[src/rtl/scs_pkg.sv]
package scs_pkg;

  // Field widths.
  localparam int CMD_W    = 3;
  localparam int TIME_W   = 32;
  localparam int PERIOD_W = 20;
  localparam int RPM_W    = 16;
  localparam int PCT_W    = 8;
  localparam int FLAGS_W  = 5;
  localparam int CFG_IDX_W = 2;
  localparam int IN_DATA_W  = 80;
  localparam int OUT_DATA_W = 64;

  // Command codes.
  localparam logic [CMD_W-1:0] CMD_PERIOD = 3'd0;
  localparam logic [CMD_W-1:0] CMD_LAUNCH = 3'd1;
  localparam logic [CMD_W-1:0] CMD_FINISH = 3'd2;
  localparam logic [CMD_W-1:0] CMD_ABORT  = 3'd3;
  localparam logic [CMD_W-1:0] CMD_TICK   = 3'd4;
  localparam logic [CMD_W-1:0] CMD_REARM  = 3'd5;

  // Configuration register indexes.
  localparam logic [CFG_IDX_W-1:0] CFG_MIN_DELAY = 2'd0;
  localparam logic [CFG_IDX_W-1:0] CFG_WARNING   = 2'd1;
  localparam logic [CFG_IDX_W-1:0] CFG_CRITICAL  = 2'd2;

  // Accepted period window in microseconds.
  localparam logic [TIME_W-1:0] PERIOD_MIN_US = 32'd1000;
  localparam logic [TIME_W-1:0] PERIOD_MAX_US = 32'd1000000;

  // Divider for rpm = 60000000 / period.
  localparam int DIV_NUM_W = 26;
  localparam int DIV_STEPS = 26;
  localparam int DIV_CNT_W = 5;
  localparam logic [DIV_NUM_W-1:0] RPM_NUMERATOR = 26'd60000000;

  // Reset values of the configuration registers.
  localparam logic [TIME_W-1:0] MIN_DELAY_RST = 32'd1000000;
  localparam logic [PCT_W-1:0]  WARNING_RST   = 8'd20;
  localparam logic [PCT_W-1:0]  CRITICAL_RST  = 8'd10;

  // Status flag bit positions.
  localparam int FLAG_CRITICAL_BIT = 0;
  localparam int FLAG_ACTIVE_BIT   = 2;
  localparam int FLAG_WARNING_BIT  = 4;

  typedef enum logic [1:0] {
    ST_IDLE,
    ST_DIV,
    ST_DONE
  } scs_state_t;

endpackage

[src/rtl/scs_div.sv]
module scs_div
  import scs_pkg::*;
(
  input  logic                clk,
  input  logic                rst_n,
  input  logic                start,
  input  logic [PERIOD_W-1:0] divisor,
  output logic                done,
  output logic [RPM_W-1:0]    quotient
);

  logic [DIV_NUM_W-1:0] num_r, num_nxt;
  logic [PERIOD_W-1:0]  rem_r, rem_nxt;
  logic [PERIOD_W-1:0]  divisor_r;
  logic [DIV_CNT_W-1:0] cnt_r;
  logic                 busy_r;
  logic                 done_r;
  logic [PERIOD_W:0]    trial;
  logic [PERIOD_W:0]    diff;
  logic                 ge;

  // One restoring step per cycle: the numerator shifts out at the top while
  // quotient bits shift in at the bottom of the same register.
  always_comb begin
    trial   = {rem_r, num_r[DIV_NUM_W-1]};
    diff    = trial - {1'b0, divisor_r};
    ge      = (trial >= {1'b0, divisor_r});
    rem_nxt = ge ? diff[PERIOD_W-1:0] : trial[PERIOD_W-1:0];
    num_nxt = {num_r[DIV_NUM_W-2:0], ge};
  end

  always_ff @(posedge clk) begin
    if (!rst_n) begin
      busy_r <= 1'b0;
      done_r <= 1'b0;
      cnt_r  <= '0;
    end else begin
      done_r <= 1'b0;
      if (start) begin
        busy_r <= 1'b1;
        cnt_r  <= '0;
      end else if (busy_r) begin
        cnt_r <= cnt_r + 1'b1;
        if (cnt_r == DIV_CNT_W'(DIV_STEPS - 1)) begin
          busy_r <= 1'b0;
          done_r <= 1'b1;
        end
      end
    end
  end

  always_ff @(posedge clk) begin
    if (start) begin
      num_r     <= RPM_NUMERATOR;
      rem_r     <= '0;
      divisor_r <= divisor;
    end else if (busy_r) begin
      num_r <= num_nxt;
      rem_r <= rem_nxt;
    end
  end

  assign done     = done_r;
  assign quotient = num_r[RPM_W-1:0];

endmodule

[src/rtl/spin_capture_session_core.sv]
// Spin-measurement session engine. Each input beat is one event (period,
// launch, finish, abort, tick or re-arm) and yields exactly one result beat
// with the battery status flags, the session peak rpm, an optional profile
// write and an optional commit. A period inside 1000..1000000 us that the
// session may take goes through a radix-2 divider, which works out
// rpm = 60000000 / period, one quotient bit per cycle, in state ST_DIV; its
// result is loaded in ST_DONE once the result register is free; the next
// beat is taken once back in ST_IDLE. Every other beat goes from ST_IDLE
// straight to ST_DONE and has its result loaded there the same way. One event
// is worked on at a time and in_tready is low meanwhile; the result register
// lets the next event in while a result still waits for out_tready.
// Configuration writes are always taken and should be made only while the
// block is idle.
module spin_capture_session_core
  import scs_pkg::*;
(
  input  logic                  clk,
  input  logic                  rst_n,
  // in_tdata, from bit 0: period[31:0], event_time_us[31:0],
  // record_flag, battery_percent[7:0], zero padding.
  input  logic                  in_tvalid,
  output logic                  in_tready,
  input  logic [IN_DATA_W-1:0]  in_tdata,
  // in_tuser, from bit 0: command[2:0].
  input  logic [CMD_W-1:0]      in_tuser,
  // out_tdata, from bit 0: flags[4:0], peak_rpm[15:0], profile_write,
  // profile_period[19:0], commit, commit_rpm[15:0], zero padding.
  output logic                  out_tvalid,
  input  logic                  out_tready,
  output logic [OUT_DATA_W-1:0] out_tdata,
  input  logic                  cfg_valid,
  output logic                  cfg_ready,
  input  logic [CFG_IDX_W-1:0]  cfg_index,
  input  logic [TIME_W-1:0]     cfg_data
);

  scs_state_t state_r, state_nxt;

  // Input field views.
  logic [TIME_W-1:0] in_period;
  logic [TIME_W-1:0] in_evt;
  logic              in_rec;
  logic [PCT_W-1:0]  in_batt;

  assign in_period = in_tdata[TIME_W-1:0];
  assign in_evt    = in_tdata[2*TIME_W-1:TIME_W];
  assign in_rec    = in_tdata[2*TIME_W];
  assign in_batt   = in_tdata[2*TIME_W+PCT_W:2*TIME_W+1];

  // Latched event.
  logic [CMD_W-1:0]    cmd_r;
  logic [PERIOD_W-1:0] period_r;
  logic [TIME_W-1:0]   evt_r;
  logic                rec_r;
  logic [PCT_W-1:0]    batt_r;
  logic                per_ok_r;

  // Session state.
  logic              started_r, started_nxt;
  logic              launched_r, launched_nxt;
  logic              pending_r, pending_nxt;
  logic              blocked_r, blocked_nxt;
  logic [TIME_W-1:0] start_time_r, start_time_nxt;
  logic [RPM_W-1:0]  best_rpm_r, best_rpm_nxt;

  // Configuration.
  logic [TIME_W-1:0] min_delay_r;
  logic [PCT_W-1:0]  warn_r;
  logic [PCT_W-1:0]  crit_r;

  // Result register.
  logic                  out_valid_r;
  logic [OUT_DATA_W-1:0] out_data_r;

  logic                 accept;
  logic                 per_ok_in;
  logic                 div_start;
  logic                 div_done;
  logic [RPM_W-1:0]     div_quo;
  logic                 out_free;
  logic                 apply;
  logic [TIME_W-1:0]    elapsed;
  logic                 pw;
  logic [PERIOD_W-1:0]  pp;
  logic                 cm;
  logic [RPM_W-1:0]     crpm;
  logic [FLAGS_W-1:0]   flags;

  assign accept   = in_tvalid && in_tready;
  assign out_free = !out_valid_r || out_tready;

  assign per_ok_in = (in_tuser == CMD_PERIOD) && !blocked_r && !pending_r &&
                     (in_period >= PERIOD_MIN_US) && (in_period <= PERIOD_MAX_US);

  scs_div u_div (
    .clk      (clk),
    .rst_n    (rst_n),
    .start    (div_start),
    .divisor  (in_period[PERIOD_W-1:0]),
    .done     (div_done),
    .quotient (div_quo)
  );

  // Next state.
  always_comb begin
    state_nxt = state_r;
    unique case (state_r)
      ST_IDLE: begin
        if (in_tvalid) begin
          state_nxt = per_ok_in ? ST_DIV : ST_DONE;
        end
      end
      ST_DIV: begin
        if (div_done) begin
          state_nxt = ST_DONE;
        end
      end
      ST_DONE: begin
        if (out_free) begin
          state_nxt = ST_IDLE;
        end
      end
      default: state_nxt = ST_IDLE;
    endcase
  end

  // Sequencer outputs.
  always_comb begin
    in_tready = 1'b0;
    div_start = 1'b0;
    apply     = 1'b0;
    unique case (state_r)
      ST_IDLE: begin
        in_tready = 1'b1;
        div_start = in_tvalid && per_ok_in;
      end
      ST_DIV: begin
      end
      ST_DONE: begin
        apply = out_free;
      end
      default: begin
      end
    endcase
  end

  always_ff @(posedge clk) begin
    if (!rst_n) begin
      state_r <= ST_IDLE;
    end else begin
      state_r <= state_nxt;
    end
  end

  always_ff @(posedge clk) begin
    if (accept) begin
      cmd_r    <= in_tuser;
      period_r <= in_period[PERIOD_W-1:0];
      evt_r    <= in_evt;
      rec_r    <= in_rec;
      batt_r   <= in_batt;
      per_ok_r <= per_ok_in;
    end
  end

  // Event effect, applied when the result is loaded.
  always_comb begin
    started_nxt    = started_r;
    launched_nxt   = launched_r;
    pending_nxt    = pending_r;
    blocked_nxt    = blocked_r;
    start_time_nxt = start_time_r;
    best_rpm_nxt   = best_rpm_r;
    pw             = 1'b0;
    pp             = '0;
    cm             = 1'b0;
    crpm           = '0;
    elapsed        = evt_r - start_time_r;

    case (cmd_r)
      CMD_PERIOD: begin
        if (per_ok_r) begin
          if (div_quo > best_rpm_r) begin
            best_rpm_nxt = div_quo;
          end
          if (!started_r) begin
            start_time_nxt = evt_r;
            started_nxt    = 1'b1;
          end
          if (rec_r) begin
            pw = 1'b1;
            pp = period_r;
          end
        end
      end
      CMD_LAUNCH: begin
        if (!blocked_r && !pending_r) begin
          launched_nxt = 1'b1;
        end
      end
      CMD_FINISH, CMD_ABORT, CMD_TICK: begin
        if ((cmd_r == CMD_FINISH) && !blocked_r && launched_r && started_r &&
            (best_rpm_r != '0)) begin
          pending_nxt = 1'b1;
        end else if ((cmd_r != CMD_TICK) ||
                     (pending_r && (elapsed >= min_delay_r))) begin
          // Abort, failed finish, or a pending session whose delay is over.
          if (cmd_r == CMD_TICK) begin
            cm   = 1'b1;
            crpm = best_rpm_r;
          end
          started_nxt    = 1'b0;
          launched_nxt   = 1'b0;
          pending_nxt    = 1'b0;
          blocked_nxt    = 1'b1;
          start_time_nxt = '0;
          best_rpm_nxt   = '0;
        end
      end
      CMD_REARM: begin
        started_nxt    = 1'b0;
        launched_nxt   = 1'b0;
        pending_nxt    = 1'b0;
        blocked_nxt    = 1'b0;
        start_time_nxt = '0;
        best_rpm_nxt   = '0;
      end
      default: begin
      end
    endcase

    flags = '0;
    flags[FLAG_ACTIVE_BIT]   = started_nxt && !blocked_nxt;
    flags[FLAG_WARNING_BIT]  = (batt_r <= warn_r);
    flags[FLAG_CRITICAL_BIT] = (batt_r <= crit_r);
  end

  always_ff @(posedge clk) begin
    if (!rst_n) begin
      started_r    <= 1'b0;
      launched_r   <= 1'b0;
      pending_r    <= 1'b0;
      blocked_r    <= 1'b0;
      start_time_r <= '0;
      best_rpm_r   <= '0;
    end else if (apply) begin
      started_r    <= started_nxt;
      launched_r   <= launched_nxt;
      pending_r    <= pending_nxt;
      blocked_r    <= blocked_nxt;
      start_time_r <= start_time_nxt;
      best_rpm_r   <= best_rpm_nxt;
    end
  end

  always_ff @(posedge clk) begin
    if (!rst_n) begin
      out_valid_r <= 1'b0;
    end else if (apply) begin
      out_valid_r <= 1'b1;
    end else if (out_tready) begin
      out_valid_r <= 1'b0;
    end
  end

  always_ff @(posedge clk) begin
    if (apply) begin
      out_data_r <= {5'd0, crpm, cm, pp, pw, best_rpm_nxt, flags};
    end
  end

  assign out_tvalid = out_valid_r;
  assign out_tdata  = out_data_r;

  assign cfg_ready = 1'b1;

  always_ff @(posedge clk) begin
    if (!rst_n) begin
      min_delay_r <= MIN_DELAY_RST;
      warn_r      <= WARNING_RST;
      crit_r      <= CRITICAL_RST;
    end else if (cfg_valid) begin
      unique case (cfg_index)
        CFG_MIN_DELAY: min_delay_r <= cfg_data;
        CFG_WARNING:   warn_r      <= cfg_data[PCT_W-1:0];
        CFG_CRITICAL:  crit_r      <= cfg_data[PCT_W-1:0];
        default: begin
        end
      endcase
    end
  end

endmodule

[config.mk]
export PLATFORM = sky130hd
export DESIGN_NAME = spin_capture_session_core
export DESIGN_NICKNAME = d
export VERILOG_FILES = /design/src/rtl/scs_pkg.sv /design/src/rtl/scs_div.sv /design/src/rtl/spin_capture_session_core.sv
export SDC_FILE = /design/constraint.sdc
export NUM_CORES = 1
export LEC_CHECK = 0
export BUFFER_PORTS_ARGS = -buffer_cell sky130_fd_sc_hd__buf_2
export CORE_MARGIN = 5
export CORE_UTILIZATION = 45
export DETAILED_ROUTE_END_ITERATION = 12
export GPL_ROUTABILITY_DRIVEN = 0
export PLACE_DENSITY_LB_ADDON = 0.12
export SLEW_MARGIN = 20
export SYNTH_ARGS = -nofsm -noshare
export SYNTH_HDL_FRONTEND = slang
export SYNTH_SLANG_ARGS = --single-unit
[constraint.sdc]
create_clock -name clk -period 7.26 [get_ports clk]
set_input_delay 1.089 -clock clk [delete_from_list [all_inputs] [get_ports clk]]
set_output_delay 1.089 -clock clk [all_outputs]
set_load 0.01 [all_outputs]
==> results of run 1 <==
[how the worst max path moves through the flow]
stage	from	to	cells after the start
after floorplan	evt_r[0]$_DFFE_PP_	out_tdata[10]$_DFFE_PP_	23
after global placement	evt_r[0]$_DFFE_PP_	out_tdata[16]$_DFFE_PP_	20
after detailed placement	evt_r[0]$_DFFE_PP_	out_tdata[17]$_DFFE_PP_	20
after CTS	evt_r[0]$_DFFE_PP_	start_time_r[8]$_SDFFE_PN0P_	23
after global routing	evt_r[0]$_DFFE_PP_	start_time_r[25]$_SDFFE_PN0P_	23
final	evt_r[0]$_DFFE_PP_	start_time_r[28]$_SDFFE_PN0P_	23
[tightest hold or removal path: cells and delay by family, from the launching register on]
family,cells,cell delay [ps]
and+or+nand+nor,1,50
DFF,1,300
muxes,1,50
[report_power, final]
part | internal, mW | switching (mW)
Sequential | 1.81 | 0.0262
Clock | 0.975 | 0.660
Combinational | 0.169 | 0.250
[stage by stage]
step | hold WS (ps) | cells | util (%)
floorplan | 438 | 1540 | -
global placement | 445 | 2098 | 49.4
detailed placement | 452 | 2098 | 49.4
CTS | 460 | 2160 | 52.6
global route | 482 | 2161 | 52.6
finish | 457 | 2161 | 52.6
[layer usage]
metal  up-vias  GRT usage [%]
met4         4           5.20
met1      5352           25.7
met5         -              0
li1       5798              -
met3        55           4.07
met2       237           29.0
[cell usage in the layout, fill, tap and decap left out, drive strengths merged, types with 33 or more instances in the layout]
cell	synthesis	routed
nor2	86	86
a21o	36	36
buf	19	185
nor3	33	33
o21ai	40	40
a21boi	44	44
clkbuf	55	57
inv	131	130
nand3	56	56
ha	117	117
a21oi	73	73
nand2	155	155
dfxtp	156	156
mux2i	84	84
edfxtp	142	142
[area by class of cell]
type | instances | area [µm²] | area share [%]
Tap cell | 448 | 561 | 3.16
Clock inverter | 5 | 22.5 | 0.127
Timing Repair Buffer | 185 | 966 | 5.44
Multi-Input combinational cell | 1037 | 7270 | 41.0
Sequential cell | 298 | 7390 | 41.6
Clock buffer | 57 | 1040 | 5.87
Inverter | 131 | 492 | 2.77
[cells in the mapped netlist (34+ instances only)]
master	number	share of area, %
a21boi_0	42	2.0
a21o_1	34	1.7
a21oi_1	72	2.3
clkbuf_1	55	1.3
dfxtp_1	156	20
edfxtp_1	142	28
ha_1	117	9.5
inv_1	131	3.2
mux2i_1	84	5.4
nand2_1	155	3.8
nand3_1	56	1.8
nor2_1	86	2.1
o21ai_0	36	1.2
[sequential cells by signal (all words and copies together), names as in the netlist, 16 cells and up]
register / count
best_rpm_r: 16
evt_r: 32
min_delay_r: 32
out_tdata: 57
period_r: 20
start_time_r: 32
u_div.divisor_r: 20
u_div.num_r: 26
u_div.rem_r: 20
[logic make-up after synthesis]
family,count (synthesis),share of synthesized area (%)
compound gates,315,14.4
other cells,2,0.0487
xor+xnor,48,2.72
mux,85,5.52
flops,298,47.9
buf+inv,205,5.32
simple gates,462,14.4
fa+ha+maj,119,9.75
==> results.toml, run 1 <==
[place]
io_buffers = 173
placed_area_um2 = 16700
place_ws_ps = 1030
dp_hpwl_mm = 25.9

[power]
power_density_nw_per_um2 = 220
peakVddDrop_mv = 0.171
static-leakage-power_nw = 7.28
power_mw = 3.89

[logic_synthesis]
synth_area_um2 = 15400
synth_edf_count = 142
syn_avg_cell_area_um2 = 10.1
synth.distinct_cells = 76
yosysWarnings = 0
yosys_register_bits = 298
syn_inst = 1534
ys_seq_area_share_pct = 47.9
async_reset_ff_share_pct = 0
ys.flop_type = "dfxtp_1"

[cells_and_area]
n_fill_cell = 3108
diodes = 0
synthToLayoutAreaGrowth_pct = 15.0
fin_area_um2 = 17700
nets = 1928
drive_above_1_share_pct = 14.8

[setup_path]
critical_path_class = "flop to flop"
crit_chain = "inv_1 > ha_1 > inv_1 > fa_1 > a211oi_2 > o211ai_2 > a41oi_2 > a22oi_2 > a221o_2 > a21oi_4 > o31ai_2 > a2111o_1 > o311ai_1 > ha_1 > nand4_1 > or3_1 > o21ai_1 > nor4_1 > o41a_1 > nor2_1 > nand3_2 > buf_4 > mux2i_1"
reg2reg_slack_ps = 960
cpPeakStageDelay_ps = 790
critPathSlowestCell = "o41a_1"
cp.buffers_inverters = 3
path_delay_family = "compound AO/OA/AOI/OAI gates"
startpoint_type = "flop"
r2r-start = "evt_r[0]$_DFFE_PP_"
crit_fanout = 32
critical_path_arrival_ps = 6740
rr_worst_depth = 23
worst_ep_required_time_ps = 7700
rr_endpoint = "start_time_r[28]$_SDFFE_PN0P_"
end_kind = "flop"

[worst_hold_path]
min_to = "start_time_r[27]$_SDFFE_PN0P_"
hold_path_class = "flop to flop"
hp-start = "start_time_r[27]$_SDFFE_PN0P_"
holdPathStages = 2

[sta]
hold_viol = 0
worst_slew_margin_rel_pct = 40.2
fin_crit_sh_pct = 86.7
worst_slew_pin_slew_ps = 897
rsz0062_at_grt = "false"
setup_slack_ps = 962
setup_viol = 0
skew_ps = 13.4
fmax_mhz = 159
slew_viol_final = 0
finalSetupTns_ps = 0
fin_crit_ps = 6300

[route]
wl_met3_mm = 1.87
remaining_drc_errors = 0
wl_per_cell_um = 16.5
totalWireLength_mm = 35.6
dr.pass1.iters = 5
ant_nets = 0
dr.max_layer_used = "met5"
route.vias.total = 11446
met1_length_mm = 17.3
wl_met2_mm = 15.6
viasPerCell = 5.30
drt_iter0_markers = 630

[cts]
cts_buffers = 34
post_cts_buffers = 0
postCtsHoldBufs = 0
clockBufferDepth = 3
clockRootBuffer = "clkbuf_16"
insertion_delay_ps = 520
cts_resized = 0
path_clk_slew_ps = 60
cts_num_sinks = 298
h-tree-depth = 2
cts_tree = "built"

[floorplan]
coreArea_um2 = 33700
die_width_um = 195
num_rows = 67
io_pins = 189
chipHeight_um = 195
initial_core_util_pct = 45.8
die_area_um2 = 38100

[run_status]
status = "completed"

[grt]
grt_use_total_pct = 18.4
grt_pass1_vias = 11356
gr-total-overflow = 0
grt_pass1_wl_mm = 58.4
antenna_found_initial = 3
grt_max_degree = 80

[job]
drv_cap = 0
No activity file was read; power rests on OpenSTA's default activity.
==> run 2: changes to the inputs <==
==> constraint.sdc (replaced) <==
create_clock -name clk -period 6.65 [get_ports clk]
set_input_delay 0.9975 -clock clk [delete_from_list [all_inputs] [get_ports clk]]
set_output_delay 0.9975 -clock clk [all_outputs]
set_load 0.01 [all_outputs]
==> results.toml, run 2 (synthesized netlist as in run 1, its figures left out) <==
[run_status]
status = "completed"

[grt]
grt_pass1_vias = 11205
antenna_found_initial = 2
grt_pass1_wl_mm = 58.3
grt_max_degree = 81
gr-total-overflow = 0
grt_use_total_pct = 18.4

[sta]
setup_viol = 0
fmax_mhz = 172
worst_slew_pin_slew_ps = 1080
slew_viol_final = 0
skew_ps = 16.8
finalSetupTns_ps = 0
rsz0062_at_grt = "false"
fin_crit_ps = 5830
hold-worst-slack_ps = 457
hold_viol = 0
fin_crit_sh_pct = 87.6
worst_slew_margin_rel_pct = 28.1

[cts]
path_clk_slew_ps = 50
clockBufferDepth = 3
clockRootBuffer = "clkbuf_16"
cts_resized = 0
cts_num_sinks = 298
cts_tree = "built"
insertion_delay_ps = 520
postCtsHoldBufs = 0
h-tree-depth = 2
cts_buffers = 36
post_cts_buffers = 0

[cells_and_area]
most-common-layout-cells = "172 x buf_2, 155 x nand2_1, 155 x dfxtp_1"
nets = 1930
synthToLayoutAreaGrowth_pct = 15.5
final_util_pct = 52.9
layout_commonest_cell = "buf_2"
drive_above_1_share_pct = 15.3
largest_register_ffs = 57

[floorplan]
die_area_um2 = 38100
chipHeight_um = 195
initial_core_util_pct = 45.8
coreArea_um2 = 33700
io_pins = 189
num_rows = 67
die_width_um = 195

[power]
power_density_nw_per_um2 = 244
static-leakage-power_nw = 7.33
peakVddDrop_mv = 0.207

[route]
dr.pass1.iters = 5
remaining_drc_errors = 0
totalWireLength_mm = 35.3
ant_nets = 0
drt_iter0_markers = 596
wl_per_cell_um = 16.3
viasPerCell = 5.28
route.vias.total = 11421

[setup_path]
critical_path_class = "flop to flop"
end_kind = "flop"
crit_start = "evt_r[0]$_DFFE_PP_"
startpoint_type = "flop"
r2r-start = "evt_r[0]$_DFFE_PP_"
critical_path_arrival_ps = 6080
rr_worst_depth = 20
crit_fanout = 16
worst_ep_required_time_ps = 6910

[worst_hold_path]
holdPathStages = 2
hp-start = "start_time_r[23]$_SDFFE_PN0P_"
hold_path_class = "flop to flop"

[place]
io_buffers = 173
dp_hpwl_mm = 25.7

[job]
drv_cap = 0
==> run 2: cell types whose count changed in the layout (fill, tap and decap cells not counted), sizes merged <==
cell,before,now
clkinv,6,9
inv,130,134
diode,0,1
clkinvlp,0,2
clkbuf,57,50
bufinv,0,1
==> run 2: layer usage <==
| layer | global-route usage, % | vias to the layer above | wire [µm] |
|---|---|---|---|
| li1 | - | 5814 | - |
| met1 | 26.5 | 5332 | 17500 |
| met2 | 28.5 | 214 | 15400 |
| met3 | 3.58 | 57 | 1630 |
| met4 | 4.89 | 4 | 749 |
| met5 | 0 | - | 21 |
==> run 2: final timing paths <==
kind / to / slack (ps)
max: out_tdata[5]$_DFFE_PP_ / 820
min reg2reg: start_time_r[23]$_SDFFE_PN0P_ / 460
min: start_time_r[23]$_SDFFE_PN0P_ / 460
max reg2reg: out_tdata[5]$_DFFE_PP_ / 820
==> run 2: through the flow <==
| step | std cells | power [mW] | cell area [µm²] | setup slack (ps) |
|---|---|---|---|---|
| 2_1_floorplan | 1540 | 2.36 | 15500 | 1470 |
| 3_3_place_gp | 2099 | 2.50 | 16700 | 873 |
| 3_5_place_dp | 2099 | 2.51 | 16700 | 847 |
| 4_1_cts | 2164 | 4.42 | 17800 | 804 |
| 5_1_grt | 2164 | 4.56 | 17800 | 513 |
| 6_report | 2165 | 4.35 | 17800 | 823 |
==> run 2: area by class of cell <==
type / count / area (µm²)
flip-flops and latches: 298 / 7390
multi-input cells: 1037 / 7270
well taps: 448 / 561
inverters: 131 / 492
diodes: 1 / 2.50
clock buffers: 50 / 1030
repair buffers: 185 / 971
fillers: 3115 / 15900
clock inverters: 15 / 116
==> run 2: power breakdown <==
| part | total, mW | leakage [nW] | switching (mW) | internal (mW) |
|---|---|---|---|---|
| logic | 0.461 | 4.14 | 0.275 | 0.185 |
| clock network | 1.88 | 0.561 | 0.754 | 1.13 |
| registers | 2.01 | 2.63 | 0.0284 | 1.98 |
==> run 2: critical path, stage by stage, from the launching register on <==
cell	delay [ps]
edfxtp_1	380
inv_1	70
ha_1	160
inv_1	50
fa_1	430
a211oi_2	260
o211ai_2	140
a41oi_2	270
a22oi_2	140
a221o_2	410
a21oi_4	210
o31ai_2	110
a2111o_1	420
o311ai_1	140
ha_1	190
nand4_1	170
or3_1	440
o41a_1	490
nor2_1	300
nand2b_1	410
a22o_1	360
==> run 3: changes to the inputs <==
==> constraint.sdc (replaced) <==
create_clock -name clk -period 6.8 [get_ports clk]
set_input_delay 1.02 -clock clk [delete_from_list [all_inputs] [get_ports clk]]
set_output_delay 1.02 -clock clk [all_outputs]
set_load 0.01 [all_outputs]
==> results.toml, run 3 (synthesized netlist as in run 1, its figures left out) <==
[floorplan]
initial_core_util_pct = 45.8
coreArea_um2 = 33700
io_pins = 189
chipHeight_um = 195
die_width_um = 195
num_rows = 67
die_area_um2 = 38100

[job]
drv_cap = 0

[cts]
clockRootBuffer = "clkbuf_16"
postCtsHoldBufs = 0
cts_tree = "built"
insertion_delay_ps = 530
path_clk_slew_ps = 60
h-tree-depth = 2
cts_num_sinks = 298
post_cts_buffers = 0
cts_resized = 0
cts_buffers = 36
clockBufferDepth = 3

[cells_and_area]
layout_commonest_cell = "buf_2"
fin_area_um2 = 17800
nets = 1930
synthToLayoutAreaGrowth_pct = 15.3
largest_register_ffs = 57
most-common-layout-cells = "172 x buf_2, 155 x nand2_1, 155 x dfxtp_1"
drive_above_1_share_pct = 15.1

[route]
drt_iter0_markers = 609
wl_per_cell_um = 16.3
ant_nets = 0
viasPerCell = 5.23
remaining_drc_errors = 0
dr.pass1.iters = 5
totalWireLength_mm = 35.4
route.vias.total = 11330

[sta]
slew_viol_final = 0
fin_crit_ps = 5850
setup_viol = 0
finalSetupTns_ps = 0
hold_viol = 0
fmax_mhz = 171
skew_ps = 23.0
rsz0062_at_grt = "false"
worst_slew_margin_rel_pct = 26.9
fin_crit_sh_pct = 86.0
worst_slew_pin_slew_ps = 1100

[setup_path]
critPathSlowestCell = "o41a_1"
critical_path_class = "flop to flop"
path_delay_family = "compound AO/OA/AOI/OAI gates"
critical_path_arrival_ps = 6100
startpoint_type = "flop"
worst_ep_required_time_ps = 7050
cp.buffers_inverters = 2
crit_fanout = 16
crit_chain = "inv_1 > ha_1 > inv_1 > fa_1 > a211oi_2 > o211ai_2 > a41oi_2 > a22oi_2 > a221o_2 > a21oi_4 > o31ai_2 > a2111o_1 > o311ai_1 > ha_1 > nand4_1 > or3_1 > o41a_1 > nor2_1 > nand2b_1 > a22o_1"
end_kind = "flop"
cpPeakStageDelay_ps = 490

[power]
power_mw = 4.21
power_density_nw_per_um2 = 237
static-leakage-power_nw = 7.31
peakVddDrop_mv = 0.185

[place]
dp_hpwl_mm = 25.6
placed_area_um2 = 16700
io_buffers = 173

[grt]
grt_pass1_wl_mm = 58.3
grt_max_degree = 87
gr-total-overflow = 0
grt_use_total_pct = 18.4
antenna_found_initial = 2
grt_pass1_vias = 11144

[worst_hold_path]
hold_path_class = "flop to flop"

[run_status]
status = "completed"
==> run 3: layer usage <==
metal  global-route usage, %  up-vias  wire (µm)
li1                        -     5796          -
met1                    26.6     5267      17400
met2                    28.5      222      15600
met3                    3.60       43       1750
met4                    4.78        2        631
met5                       0        -          7
==> run 3: cell type report <==
type                    instances  area, µm²
fillers                      3117      15900
flip-flops and latches        298       7390
multi-input cells            1037       7270
clock buffers                  51        998
repair buffers                185        971
well taps                     448        561
inverters                     131        492
clock inverters                15        104
diodes                          1       2.50
==> run 3: stage by stage <==
step,hold WS (ps),util [%],instances,setup slack [ps]
global route,475,52.8,2166,664
CTS,460,52.8,2165,946
detailed placement,452,49.5,2099,999
floorplan,438,-,1540,1620
global placement,444,49.5,2099,1020
finish,455,52.8,2166,952
==> run 3: worst register-to-register path, cell delays in order (launching register included) <==
cell	delay, ps
edfxtp_1	390
inv_1	80
ha_1	170
inv_1	60
fa_1	430
a211oi_2	260
o211ai_2	140
a41oi_2	270
a22oi_2	150
a221o_2	410
a21oi_4	200
o31ai_2	120
a2111o_1	420
o311ai_1	140
ha_1	190
nand4_1	150
or3_1	440
o41a_1	490
nor2_1	270
nand2b_1	410
a22o_1	370
==> run 3: worst paths after layout <==
kind | from | cells after the start | endpoint | slack [ps]
hold reg to reg | start_time_r[14]$_SDFFE_PN0P_ | 2 | start_time_r[14]$_SDFFE_PN0P_ | 450
hold / removal | start_time_r[14]$_SDFFE_PN0P_ | 2 | start_time_r[14]$_SDFFE_PN0P_ | 450
setup reg to reg | evt_r[0]$_DFFE_PP_ | 20 | out_tdata[5]$_DFFE_PP_ | 950
setup / recovery | evt_r[0]$_DFFE_PP_ | 20 | out_tdata[5]$_DFFE_PP_ | 950
==> run 3: power breakdown <==
| part | switching (mW) | internal (mW) |
|---|---|---|
| registers | 0.0280 | 1.94 |
| logic | 0.268 | 0.181 |
| clock network | 0.735 | 1.06 |
| total | 1.03 | 3.18 |
